===== src/sv/rgr_pkg.sv =====
`timescale 1ns / 1ps
// ----------------------------------------------------------------------------
// rgr_pkg
// Shared types and codes of the rocker gesture recogniser.
// ----------------------------------------------------------------------------
package rgr_pkg;

    // Configuration port
    localparam int ADDR_W = 3;
    localparam int DATA_W = 32;
    localparam logic [ADDR_W-3:0] REG_MOVE_THRESHOLD = '0;
    localparam logic [7:0] MOVE_THRESHOLD_RST = 8'd10;

    // Event kinds
    localparam logic [3:0] K_LDOWN = 4'd0;
    localparam logic [3:0] K_RDOWN = 4'd1;
    localparam logic [3:0] K_LDBL  = 4'd2;
    localparam logic [3:0] K_RDBL  = 4'd3;
    localparam logic [3:0] K_LUP   = 4'd4;
    localparam logic [3:0] K_RUP   = 4'd5;
    localparam logic [3:0] K_MOVE  = 4'd6;

    // Verdicts
    localparam logic [2:0] V_NONE    = 3'd0;
    localparam logic [2:0] V_INIT    = 3'd1;
    localparam logic [2:0] V_SWALLOW = 3'd2;
    localparam logic [2:0] V_TRIG    = 3'd3;
    localparam logic [2:0] V_DISCARD = 3'd4;
    localparam logic [2:0] V_CANCEL  = 3'd5;
    localparam logic [2:0] V_END     = 3'd6;

    typedef enum logic [2:0] {
        PH_IDLE = 3'b001,
        PH_INIT = 3'b010,
        PH_TRIG = 3'b100
    } t_phase;

    typedef struct packed {
        logic [3:0]         kind;
        logic               left_held;
        logic               right_held;
        logic signed [15:0] pos_x;
        logic signed [15:0] pos_y;
    } t_in;

    typedef struct packed {
        logic [2:0] verdict;
        logic       started_left;
    } t_out;

    typedef struct packed {
        t_phase             phase;
        logic signed [15:0] start_x;
        logic signed [15:0] start_y;
        logic               left_origin;
    } t_state;

endpackage


===== src/sv/rgr_apb_regs.sv =====
`timescale 1ns / 1ps
// ----------------------------------------------------------------------------
// rgr_apb_regs
// APB register file: holds the movement threshold.
// ----------------------------------------------------------------------------
module rgr_apb_regs (
    input  logic                       i_clk,
    input  logic                       i_rst_n,
    input  logic                       psel,
    input  logic                       penable,
    input  logic                       pwrite,
    input  logic [rgr_pkg::ADDR_W-1:0] paddr,
    input  logic [rgr_pkg::DATA_W-1:0] pwdata,
    output logic [rgr_pkg::DATA_W-1:0] prdata,
    output logic                       pready,
    output logic [7:0]                 o_move_threshold
);
    import rgr_pkg::*;

    logic [7:0] r_move_threshold;
    logic       wr_en;
    logic       sel_thr;

    assign pready  = 1'b1;
    assign sel_thr = (paddr[ADDR_W-1:2] == REG_MOVE_THRESHOLD);
    assign wr_en   = psel && penable && pwrite && pready;

    always_ff @(posedge i_clk) begin
        if (!i_rst_n) begin
            r_move_threshold <= MOVE_THRESHOLD_RST;
        end else if (wr_en && sel_thr) begin
            r_move_threshold <= pwdata[7:0];
        end
    end

    // paddr[1:0] is the byte lane, ignored
    always_comb begin
        prdata = '0;
        if (sel_thr) begin
            prdata = {{(DATA_W-8){1'b0}}, r_move_threshold};
        end
    end

    assign o_move_threshold = r_move_threshold;

endmodule


===== src/sv/rgr_step.sv =====
`timescale 1ns / 1ps
// ----------------------------------------------------------------------------
// rgr_step
// Next-state and verdict logic for one pointer event.
// ----------------------------------------------------------------------------
module rgr_step (
    input  rgr_pkg::t_in    i_event,
    input  rgr_pkg::t_state i_state,
    input  logic [7:0]      i_move_threshold,
    output rgr_pkg::t_state o_state,
    output logic [2:0]      o_verdict
);
    import rgr_pkg::*;

    logic              held;
    logic [3:0]        opp_down;
    logic [3:0]        opp_up;
    logic signed [16:0] dx;
    logic signed [16:0] dy;
    logic [16:0]       adx;
    logic [16:0]       ady;
    logic              too_far;
    logic              any_down;

    assign held     = i_state.left_origin ? i_event.left_held : i_event.right_held;
    assign opp_down = i_state.left_origin ? K_RDOWN : K_LDOWN;
    assign opp_up   = i_state.left_origin ? K_RUP : K_LUP;

    // exact 17-bit distances, no wrap
    assign dx  = 17'(i_event.pos_x) - 17'(i_state.start_x);
    assign dy  = 17'(i_event.pos_y) - 17'(i_state.start_y);
    assign adx = dx[16] ? 17'(-dx) : 17'(dx);
    assign ady = dy[16] ? 17'(-dy) : 17'(dy);
    assign too_far = (adx > {9'd0, i_move_threshold}) ||
                     (ady > {9'd0, i_move_threshold});

    always_comb begin
        case (i_event.kind) inside
            K_LDOWN, K_RDOWN, K_LDBL, K_RDBL: any_down = 1'b1;
            default:                          any_down = 1'b0;
        endcase
    end

    always_comb begin
        o_state   = i_state;
        o_verdict = V_NONE;
        unique case (i_state.phase)
            PH_INIT: begin
                if (i_event.kind == K_MOVE && held) begin
                    if (too_far) begin
                        o_state.phase = PH_IDLE;
                        o_verdict     = V_CANCEL;
                    end else begin
                        o_verdict = V_SWALLOW;
                    end
                end else if (i_event.kind == opp_down && held) begin
                    o_state.phase = PH_TRIG;
                    o_verdict     = V_TRIG;
                end else if (any_down) begin
                    o_verdict = V_DISCARD;
                end else begin
                    o_state.phase = PH_IDLE;
                    o_verdict     = V_CANCEL;
                end
            end
            PH_TRIG: begin
                if (!held || (i_event.kind != opp_down && i_event.kind != opp_up &&
                              i_event.kind != K_MOVE)) begin
                    o_state.phase = PH_IDLE;
                    o_verdict     = V_END;
                end else begin
                    o_verdict = V_SWALLOW;
                end
            end
            default: begin
                // idle, and any broken phase code
                o_state.phase = PH_IDLE;
                if (i_event.kind == K_LDOWN || i_event.kind == K_RDOWN) begin
                    o_state.start_x     = i_event.pos_x;
                    o_state.start_y     = i_event.pos_y;
                    o_state.left_origin = (i_event.kind == K_LDOWN);
                    o_state.phase       = PH_INIT;
                    o_verdict           = V_INIT;
                end
            end
        endcase
    end

endmodule


===== src/sv/rocker_gesture_recognizer.sv =====
`timescale 1ns / 1ps
// ----------------------------------------------------------------------------
// rocker_gesture_recognizer
// Follows a mouse rocker gesture over a stream of pointer events and gives
// one verdict per event.
// ----------------------------------------------------------------------------
// Result: registered; valid in the cycle after the request is accepted.
// Throughput: one request per cycle, limited only by the result register;
//   a new request is taken while the held result is being taken.
// Reset (synchronous, active low): phase idle, start point -1/-1, left origin
//   clear, threshold 10, result register empty.
// ----------------------------------------------------------------------------
module rocker_gesture_recognizer (
    input  logic                       i_clk,
    input  logic                       i_rst_n,
    // event request channel
    input  logic                       i_in_valid,
    output logic                       o_in_ready,
    input  rgr_pkg::t_in               i_in_data,
    // verdict channel
    output logic                       o_out_valid,
    input  logic                       i_out_ready,
    output rgr_pkg::t_out              o_out_data,
    // APB configuration
    input  logic                       psel,
    input  logic                       penable,
    input  logic                       pwrite,
    input  logic [rgr_pkg::ADDR_W-1:0] paddr,
    input  logic [rgr_pkg::DATA_W-1:0] pwdata,
    output logic [rgr_pkg::DATA_W-1:0] prdata,
    output logic                       pready
);
    import rgr_pkg::*;

    logic [7:0] move_threshold;
    t_state     r_state;
    t_state     n_state;
    logic [2:0] n_verdict;
    logic       r_out_valid;
    t_out       r_out_data;
    logic       accept;

    rgr_apb_regs u_regs (
        .i_clk            (i_clk),
        .i_rst_n          (i_rst_n),
        .psel             (psel),
        .penable          (penable),
        .pwrite           (pwrite),
        .paddr            (paddr),
        .pwdata           (pwdata),
        .prdata           (prdata),
        .pready           (pready),
        .o_move_threshold (move_threshold)
    );

    // Pure function of the request, the gesture state and the movement threshold
    rgr_step u_step (
        .i_event          (i_in_data),
        .i_state          (r_state),
        .i_move_threshold (move_threshold),
        .o_state          (n_state),
        .o_verdict        (n_verdict)
    );

    // Result register frees up in the same cycle it is drained
    assign o_in_ready = !r_out_valid || i_out_ready;
    assign accept     = i_in_valid && o_in_ready;

    // Gesture state: updated once per accepted request
    always_ff @(posedge i_clk) begin
        if (!i_rst_n) begin
            r_state.phase       <= PH_IDLE;
            r_state.start_x     <= '1;
            r_state.start_y     <= '1;
            r_state.left_origin <= 1'b0;
        end else if (accept) begin
            r_state <= n_state;
        end
    end

    always_ff @(posedge i_clk) begin
        if (!i_rst_n) begin
            r_out_valid <= 1'b0;
        end else if (accept) begin
            r_out_valid <= 1'b1;
        end else if (i_out_ready) begin
            r_out_valid <= 1'b0;
        end
    end

    // Payload needs no reset; started_left reflects the state after the step
    always_ff @(posedge i_clk) begin
        if (accept) begin
            r_out_data.verdict      <= n_verdict;
            r_out_data.started_left <= n_state.left_origin;
        end
    end

    assign o_out_valid = r_out_valid;
    assign o_out_data  = r_out_data;

endmodule

===== config.mk =====
export PLATFORM = sky130hd
export DESIGN_NAME = rocker_gesture_recognizer
export DESIGN_NICKNAME = d
export VERILOG_FILES = /design/src/sv/rgr_pkg.sv /design/src/sv/rgr_apb_regs.sv /design/src/sv/rgr_step.sv /design/src/sv/rocker_gesture_recognizer.sv
export SDC_FILE = /design/constraint.sdc
export NUM_CORES = 1
export LEC_CHECK = 0
export ABC_AREA = 1
export BUFFER_PORTS_ARGS = -buffer_cell sky130_fd_sc_hd__buf_4
export CAP_MARGIN = 30
export CORE_MARGIN = 1
export CORE_UTILIZATION = 40
export DETAILED_ROUTE_END_ITERATION = 10
export GPL_ROUTABILITY_DRIVEN = 0
export PLACE_DENSITY = 0.61
export SETUP_SLACK_MARGIN = 0.1
export SLEW_MARGIN = 0
export SYNTH_ARGS = -nofsm -noshare
export SYNTH_HDL_FRONTEND = slang
export SYNTH_SLANG_ARGS = --single-unit

===== constraint.sdc =====
create_clock -name i_clk -period 5.25 [get_ports i_clk]
set_input_delay 1.05 -clock i_clk [delete_from_list [all_inputs] [get_ports i_clk]]
set_output_delay 1.05 -clock i_clk [all_outputs]
set_load 0.005 [all_outputs]

# Word level (Yosys, flattened, before mapping)
# Cells that the tools add are included.
word_totals:
  reg_bits: 49
  latch_bits: 0
  mem_bits_rw: 0
  mem_bits_ro: 0
  in_bits: 80
  out_inout_bits: 39
  wordCells: 73
  memories: 0
op_classes:
  add_sub_neg: 4
  n_mul: 0
  div_mod_pow: 0
  order_cmp: 2
  eq_ne: 13
  shifts: 0
  n_mux: 24
  bitwise: 2
  reduce_logical: 20
ops:
  columns: ["op", "count"]
  rows:
  - ["35-bit two-way mux", 1]
  - ["17-bit by 8-bit > comparator with 1-bit output", 2]
  - ["17-bit two-way mux", 2]
  - ["17-bit negator", 2]
  - ["16-bit by 16-bit subtractor with 17-bit output", 2]
  - ["3-bit two-way mux", 9]
  - ["3-bit one-hot mux with 2 select lines", 2]
  - ["1-bit two-way mux", 9]
  - ["4-bit by 2-bit equality test with 1-bit output, second input constant", 2]
  - ["1-bit logical AND", 8]
  - ["8-bit two-way mux", 1]
  - ["4-bit != test", 2]
  - ["4-bit by 1-bit equality test with 1-bit output, second input constant", 1]
  - ["4-bit by 3-bit equality test with 1-bit output, second input constant", 1]
  - ["4-bit equality test", 1]
  - ["4-bit logical NOT", 1]
  - ["1-bit logical OR", 4]
  - ["4-bit by 3-bit != test with 1-bit output, second input constant", 1]
  - ["4-bit != test, second input constant", 1]
  - ["4-bit AND reduction", 1]
  - ["4-bit OR reduction", 1]
  - ["3-bit by 2-bit equality test with 1-bit output, second input constant", 1]
  - ["3-bit equality test, second input constant", 1]
  - ["3-bit by 2-bit != test with 1-bit output, second input constant", 1]
  - ["6 further kinds", 8]

# Longest topological paths before layout
logic_depth:
  depth_word: 8
  ltp_mapped: 37
  mapped_depth_nobuf: 36

# Modules after synthesis
# Synthesis repeated with hierarchy kept, for this count alone.
unflattened:
  hier_cells: 1094
  hier_area_um2: 6293.5
by_module_without_submodules:
  columns: ["mod", "n_inst", "cells_per_inst", "area_per_inst_um2", "seq_area_each_um2"]
  rows:
  - ["rgr_step", 1, 822, 4144.0, 0.0]
  - ["rocker_gesture_recognizer", 1, 175, 1495.2, 860.8]
  - ["rgr_apb_regs", 1, 97, 654.4, 160.2]

# Least setup slack after synthesis
# No wires, ideal clock.
synth_path:
  path_type: "input to register"
  from: "input port i_in_data[16] (netlist name)"
  to: "register r_state[34] (netlist name)"
  setup_ps: 115
  t_arrival_ps: 4491
  required_time_ps: 5135
  path_slack_ps: 644
  stages: 35
  n_path_buf: 1
  path_cell_list: "inv_1 -> ha_1 -> fa_1 -> inv_1 -> nand2_1 -> nand2_1 -> nand3_1 -> nand2_1 -> nand2_1 -> nand2_1 -> nand2_2 -> nand2_4 -> buf_4 -> inv_1 -> nor2_1 -> xor2_1 -> inv_1 -> ha_1 -> nand2_1 -> o21bai_1 -> nand2_1 -> o21ai_0 -> nand2_1 -> nand2_1 -> nand2_1 -> nor2_1 -> nand2_1 -> nor2_1 -> nand2_1 -> nor2_1 -> nand3_1 -> nor2_2 -> nand3_2 -> a21oi_1 -> nor2_1"
synth_between:
  elab_chain_cells: 7
synth_lines:
  columns: ["element", "line", "source"]
  rows:
  - ["start: declaration", "rocker_gesture_recognizer.sv:19", "input rgr_pkg::t_in i_in_data,"]
  - ["16-bit by 16-bit subtractor with 17-bit output (*)", "rgr_step.sv:30", "assign dx = 17'(i_event.pos_x) - 17'(i_state.start_x);"]
  - ["17-bit negator", "rgr_step.sv:32", "assign adx = dx[16] ? 17'(-dx) : 17'(dx);"]
  - ["17-bit two-way mux (*)", "rgr_step.sv:32", null]
  - ["17-bit by 8-bit > comparator with 1-bit output (*)", "rgr_step.sv:34", "assign too_far = (adx > {9'd0, i_move_threshold}) ||"]
  - ["1-bit logical OR (*)", "rgr_step.sv:34", null]
  - ["3-bit by 2-bit != test with 1-bit output (no source line) (*)", null, null]
  - ["4-bit AND reduction (no source line) (*)", null, null]
  - ["end signal: assignment", "rocker_gesture_recognizer.sv:77", "r_state <= n_state;"]
  - ["end: declaration", "rocker_gesture_recognizer.sv:36", "t_state r_state;"]
# Mark *: on every way between the ends. The rest lies on a longest branch, timed or not.
# A chain may end at the register's enable or synchronous reset.

# Worst setup path after layout
layout_path:
  from: "input port i_in_data[16] (netlist name)"
  to: "register r_out_data, in the netlist o_out_data[3], data pin"
layout_between:
  elab_chain_cells: 8
layout_lines:
  columns: ["element", "line", "source"]
  rows:
  - ["16-bit by 16-bit subtractor with 17-bit output (*)", "rgr_step.sv:30", null]
  - ["17-bit negator", "rgr_step.sv:32", null]
  - ["17-bit two-way mux (*)", "rgr_step.sv:32", null]
  - ["17-bit by 8-bit > comparator with 1-bit output (*)", "rgr_step.sv:34", null]
  - ["1-bit logical OR (*)", "rgr_step.sv:34", null]
  - ["3-bit two-way mux (*)", "rgr_step.sv:50", "if (too_far) begin"]
  - ["3-bit two-way mux (*)", "rgr_step.sv:49", "if (i_event.kind == K_MOVE && held) begin"]
  - ["3-bit one-hot mux with 2 select lines (*)", "rgr_step.sv:47", "unique case (i_state.phase)"]
  - ["named net n_verdict[2]", "rocker_gesture_recognizer.sv:38", "logic [2:0] n_verdict;"]
  - ["end: declaration", "rocker_gesture_recognizer.sv:40", "t_out r_out_data;"]
# Mark *: on every way through the listed nets, which the timed path passes. The rest lies on a longest branch.

==> metrics.txt <==
# TYPE chip_impl_metric gauge
chip_impl_metric{name="worstPathMaxFanout",unit=""} 15
chip_impl_metric{name="timing_hold_violations_final",unit=""} 0
chip_impl_info{name="hp-class",value="flop to flop"} 1
chip_impl_metric{name="number_of_antenna_violations_at_the_first_check_in_global_routing",unit=""} 0
chip_impl_metric{name="drt-total-wl",unit="µm"} 13100
chip_impl_info{name="grt_setup_unrepaired",value="no"} 1
chip_impl_info{name="critPathCaptureType",value="flop"} 1
chip_impl_metric{name="worst_r2r_path_depth",unit=""} 34
chip_impl_metric{name="synthesis.area",unit="µm²"} 5750
chip_impl_metric{name="cellLeakagePower",unit="nW"} 3.78
chip_impl_metric{name="chipWidth",unit="µm"} 122
chip_impl_metric{name="placement_rows",unit=""} 43
chip_impl_metric{name="die_y",unit="µm"} 122
chip_impl_metric{name="areaGrowthSynthToFinish",unit="%"} 13.4
chip_impl_info{name="cpMostUsedCell",value="sky130_fd_sc_hd__nand2_1"} 1
chip_impl_metric{name="ios",unit=""} 119
chip_impl_metric{name="first_pass_iters",unit=""} 4
chip_impl_metric{name="io_buffer_count",unit=""} 67
chip_impl_metric{name="multi_input_area",unit="µm²"} 3900
chip_impl_info{name="r2r_start",value="r_state[1]$_SDFFE_PN1P_"} 1
chip_impl_metric{name="worst-endpoint-arrival",unit="ns"} 4.72
chip_impl_metric{name="cts.reportedPaths.clkPinSlew",unit="ns"} 0.07
chip_impl_metric{name="min_delay_path_depth",unit=""} 2
chip_impl_info{name="cts-root-buf",value="sky130_fd_sc_hd__clkbuf_16"} 1
chip_impl_metric{name="core_area",unit="µm²"} 13900
chip_impl_metric{name="dr_total_vias",unit=""} 5688
chip_impl_metric{name="hold_buffers",unit=""} 0
chip_impl_metric{name="antenna_left",unit=""} 0
chip_impl_metric{name="drc",unit=""} 0
chip_impl_metric{name="fin_crit",unit="ns"} 4.68
chip_impl_metric{name="global_route.overflow_total",unit=""} 0
chip_impl_metric{name="slew-limit-headroom",unit="%"} 50.0
chip_impl_metric{name="worst_clock_skew",unit="ns"} 0.00377
chip_impl_info{name="cp_slowest_cell",value="sky130_fd_sc_hd__fa_2"} 1
chip_impl_info{name="synth_area_leader_cell",value="sky130_fd_sc_hd__nand2_1"} 1
chip_impl_metric{name="cts-buffers-inserted",unit=""} 5
chip_impl_info{name="setup_cp_type",value="input pin to flop"} 1
chip_impl_metric{name="timing.max_cap.violations",unit=""} 0
chip_impl_metric{name="timing.setup.tns",unit="ns"} 0
chip_impl_info{name="run_status",value="finished clean"} 1
chip_impl_info{name="r2r-end",value="o_out_data[3]$_DFFE_PP_"} 1
chip_impl_info{name="netlist_top_cells_area",value="sky130_fd_sc_hd__nand2_1, sky130_fd_sc_hd__dfxtp_1, sky130_fd_sc_hd__inv_1"} 1
chip_impl_metric{name="postLayoutCoreUtil",unit="%"} 46.8
chip_impl_metric{name="initialDrtViolationCount",unit=""} 360
chip_impl_metric{name="first_global_vias",unit=""} 5048
chip_impl_metric{name="worst_pin_slew",unit="ns"} 0.748
chip_impl_metric{name="yosysWarnings",unit=""} 0
chip_impl_metric{name="routed_wire_length_per_instance",unit="µm"} 10.8
chip_impl_metric{name="ir_drop",unit="µV"} 103
chip_impl_metric{name="seq_area_frac_synth",unit="%"} 17.7
chip_impl_metric{name="setup_violations",unit=""} 0
chip_impl_metric{name="drt-vias-per-instance",unit=""} 4.69
chip_impl_metric{name="grt_start_max_net_pins",unit=""} 45
chip_impl_metric{name="dp.final_hpwl",unit="µm"} 10700
chip_impl_metric{name="cp.required",unit="ns"} 5.29
chip_impl_metric{name="grt_pass1_wl",unit="µm"} 22200
chip_impl_metric{name="ys_types",unit=""} 34
chip_impl_info{name="whs_endpoint",value="r_state[17]$_SDFFE_PN1P_"} 1
chip_impl_metric{name="global_route.usage.total",unit="%"} 18.3
chip_impl_info{name="cts_tree",value="built"} 1
chip_impl_metric{name="post_cts_setup_buffers",unit=""} 0
chip_impl_metric{name="die_area",unit="µm²"} 14900
chip_impl_metric{name="clkLatencyLatePin",unit="ns"} 0.30
chip_impl_metric{name="initial_cell_density_of_the_core",unit="%"} 41.3
chip_impl_metric{name="cts_max_path_buffers",unit=""} 2
chip_impl_metric{name="finalCritPeriodShare",unit="%"} 89.1
chip_impl_metric{name="layout-drive-gt1-share",unit="%"} 13.0
chip_impl_metric{name="worst_reg_to_reg_setup_slack",unit="ns"} 1.14
chip_impl_metric{name="cellPowerDensity",unit="nW/µm²"} 199
chip_impl_metric{name="number_of_levels_in_the_clock_h_tree",unit=""} 2
chip_impl_metric{name="number_of_instances_in_the_synthesized_netlist",unit=""} 975
chip_impl_metric{name="synth_area_per_cell",unit="µm²"} 5.90
chip_impl_info{name="worstSetupStartpointType",value="input pin"} 1
chip_impl_metric{name="synth.ff_latch_count",unit=""} 49
chip_impl_metric{name="cts-resized-gates",unit=""} 0
chip_impl_metric{name="n_fill_cell",unit=""} 1535
chip_impl_metric{name="finalNetCount",unit=""} 1165
chip_impl_metric{name="maxSlewViolCount",unit=""} 0
chip_impl_metric{name="cts_num_sinks",unit=""} 49
chip_impl_metric{name="inserted_diodes",unit=""} 0
chip_impl_metric{name="timing.critical_path.slowest_cell_delay",unit="ns"} 0.37
chip_impl_metric{name="fmax",unit="MHz"} 214
chip_impl_metric{name="sequential_cell_area",unit="µm²"} 1020
chip_impl_metric{name="synth_top_area_share",unit="%"} 19.8
chip_impl_info{name="worst_hold_startpoint",value="r_state[17]$_SDFFE_PN1P_"} 1
==> cells in the final DEF, fill, tap and decap left out, drive strengths merged, types with 4 or more instances in the layout <==
| cell type | netlist | final |
|---|---|---|
| nand3 | 85 | 85 |
| nand3b | 10 | 10 |
| dfxtp | 45 | 45 |
| o21ai | 22 | 22 |
| and2 | 4 | 4 |
| ha | 50 | 50 |
| buf | 32 | 72 |
| conb | 2 | 25 |
| xnor2 | 5 | 5 |
| nor2 | 87 | 87 |
| nand2 | 328 | 328 |
| xor2 | 13 | 13 |
| nand4 | 14 | 14 |
| clkbuf | 12 | 5 |
| edfxtp | 4 | 4 |
| inv | 173 | 173 |
| nor3 | 5 | 5 |
| a21oi | 38 | 38 |
| o211ai | 35 | 35 |
==> cells by family (layout without fill, tap and decap cells) <==
family | count (synthesis) | in the layout | share of synthesized area (%)
flops | 49 | 49 | 17.7
buf+inv | 217 | 253 | 16.5
compound gates | 102 | 102 | 10.9
simple gates | 535 | 535 | 40.5
xor+xnor | 18 | 18 | 2.74
other cells | 2 | 25 | 0.131
fa+ha+maj | 52 | 52 | 11.6
==> final cells by class <==
class                   instances  share of cell area, %
clock buffers                   5                   1.92
multi-input cells             732                   59.8
repair buffers                 72                   8.28
clock inverters                 3                  0.997
inverters                     173                   9.95
flip-flops and latches         49                   15.6
well taps                     180                   3.45
==> synthesized netlist by cell type (all sizes together) <==
master  count
nand2     328
inv       173
nor2       87
nand3      85
ha         50
dfxtp      45
a21oi      38
o211ai     35
buf        32
o21ai      22
nand4      14
xor2       13
clkbuf     12
nand3b     10
nor3        5
xnor2       5
and2        4
edfxtp      4
a21o        2
and3        2
conb        2
fa          2
o21bai      2
a21boi      1
a221oi      1
o31ai       1
==> how the worst max path moves through the flow <==
stage / startpoint / to / slack, ns / cells after the start
after floorplan: i_in_data[16] / r_state[34]$_SDFFE_PN0P_ / 0.64 / 35
after global placement: i_in_data[16] / o_out_data[1]$_DFFE_PP_ / 0.13 / 35
after detailed placement: i_in_data[16] / o_out_data[3]$_DFFE_PP_ / 0.05 / 35
after CTS: i_in_data[16] / o_out_data[3]$_DFFE_PP_ / 0.36 / 35
after global routing: i_in_data[16] / r_state[34]$_SDFFE_PN0P_ / 0.12 / 36
final: i_in_data[16] / o_out_data[3]$_DFFE_PP_ / 0.57 / 35
==> critical path: cells and delay by family <==
kind	cells	cell delay, ns
adder cells (fa/ha/maj)	3	0.88
AO/OA/AOI/OAI	3	0.35
buffers and inverters	5	0.32
XOR/XNOR	1	0.17
AND/OR/NAND/NOR	23	1.91
==> registers in the layout (all words and copies together), names as in the netlist <==
name,cells
o_out_valid,1
u_regs.o_move_threshold,8
r_state,36
o_out_data,4
==> where the power goes <==
group | internal [W] | switching [W]
logic | 0.000185 | 0.000288
clock network | 0.000273 | 0.000156
registers | 0.000391 | 0.00000597
total | 0.000849 | 0.000449
==> metal layers <==
| layer | wire length [µm] | GRT usage (%) |
|---|---|---|
| met2 | 6300 | 32.6 |
| met4 | 135 | 4.32 |
| met5 | 0 | 0 |
| met3 | 321 | 2.39 |
| met1 | 6320 | 23.1 |
==> metrics by stage <==
| step | instance area, µm² | hold slack [ns] | instances | power [W] | setup WS [ns] |
|---|---|---|---|---|---|
| floorplan | 5840 | 0.450 | 998 | 0.000771 | 0.644 |
| global placement | 6320 | 0.468 | 1206 | 0.000873 | 0.134 |
| detailed placement | 6320 | 0.474 | 1206 | 0.000877 | 0.0473 |
| CTS | 6510 | 0.491 | 1214 | 0.00131 | 0.357 |
| global route | 6530 | 0.516 | 1214 | 0.00140 | 0.119 |
| finish | 6530 | 0.485 | 1214 | 0.00130 | 0.570 |
(Power assumes the default switching activity.)
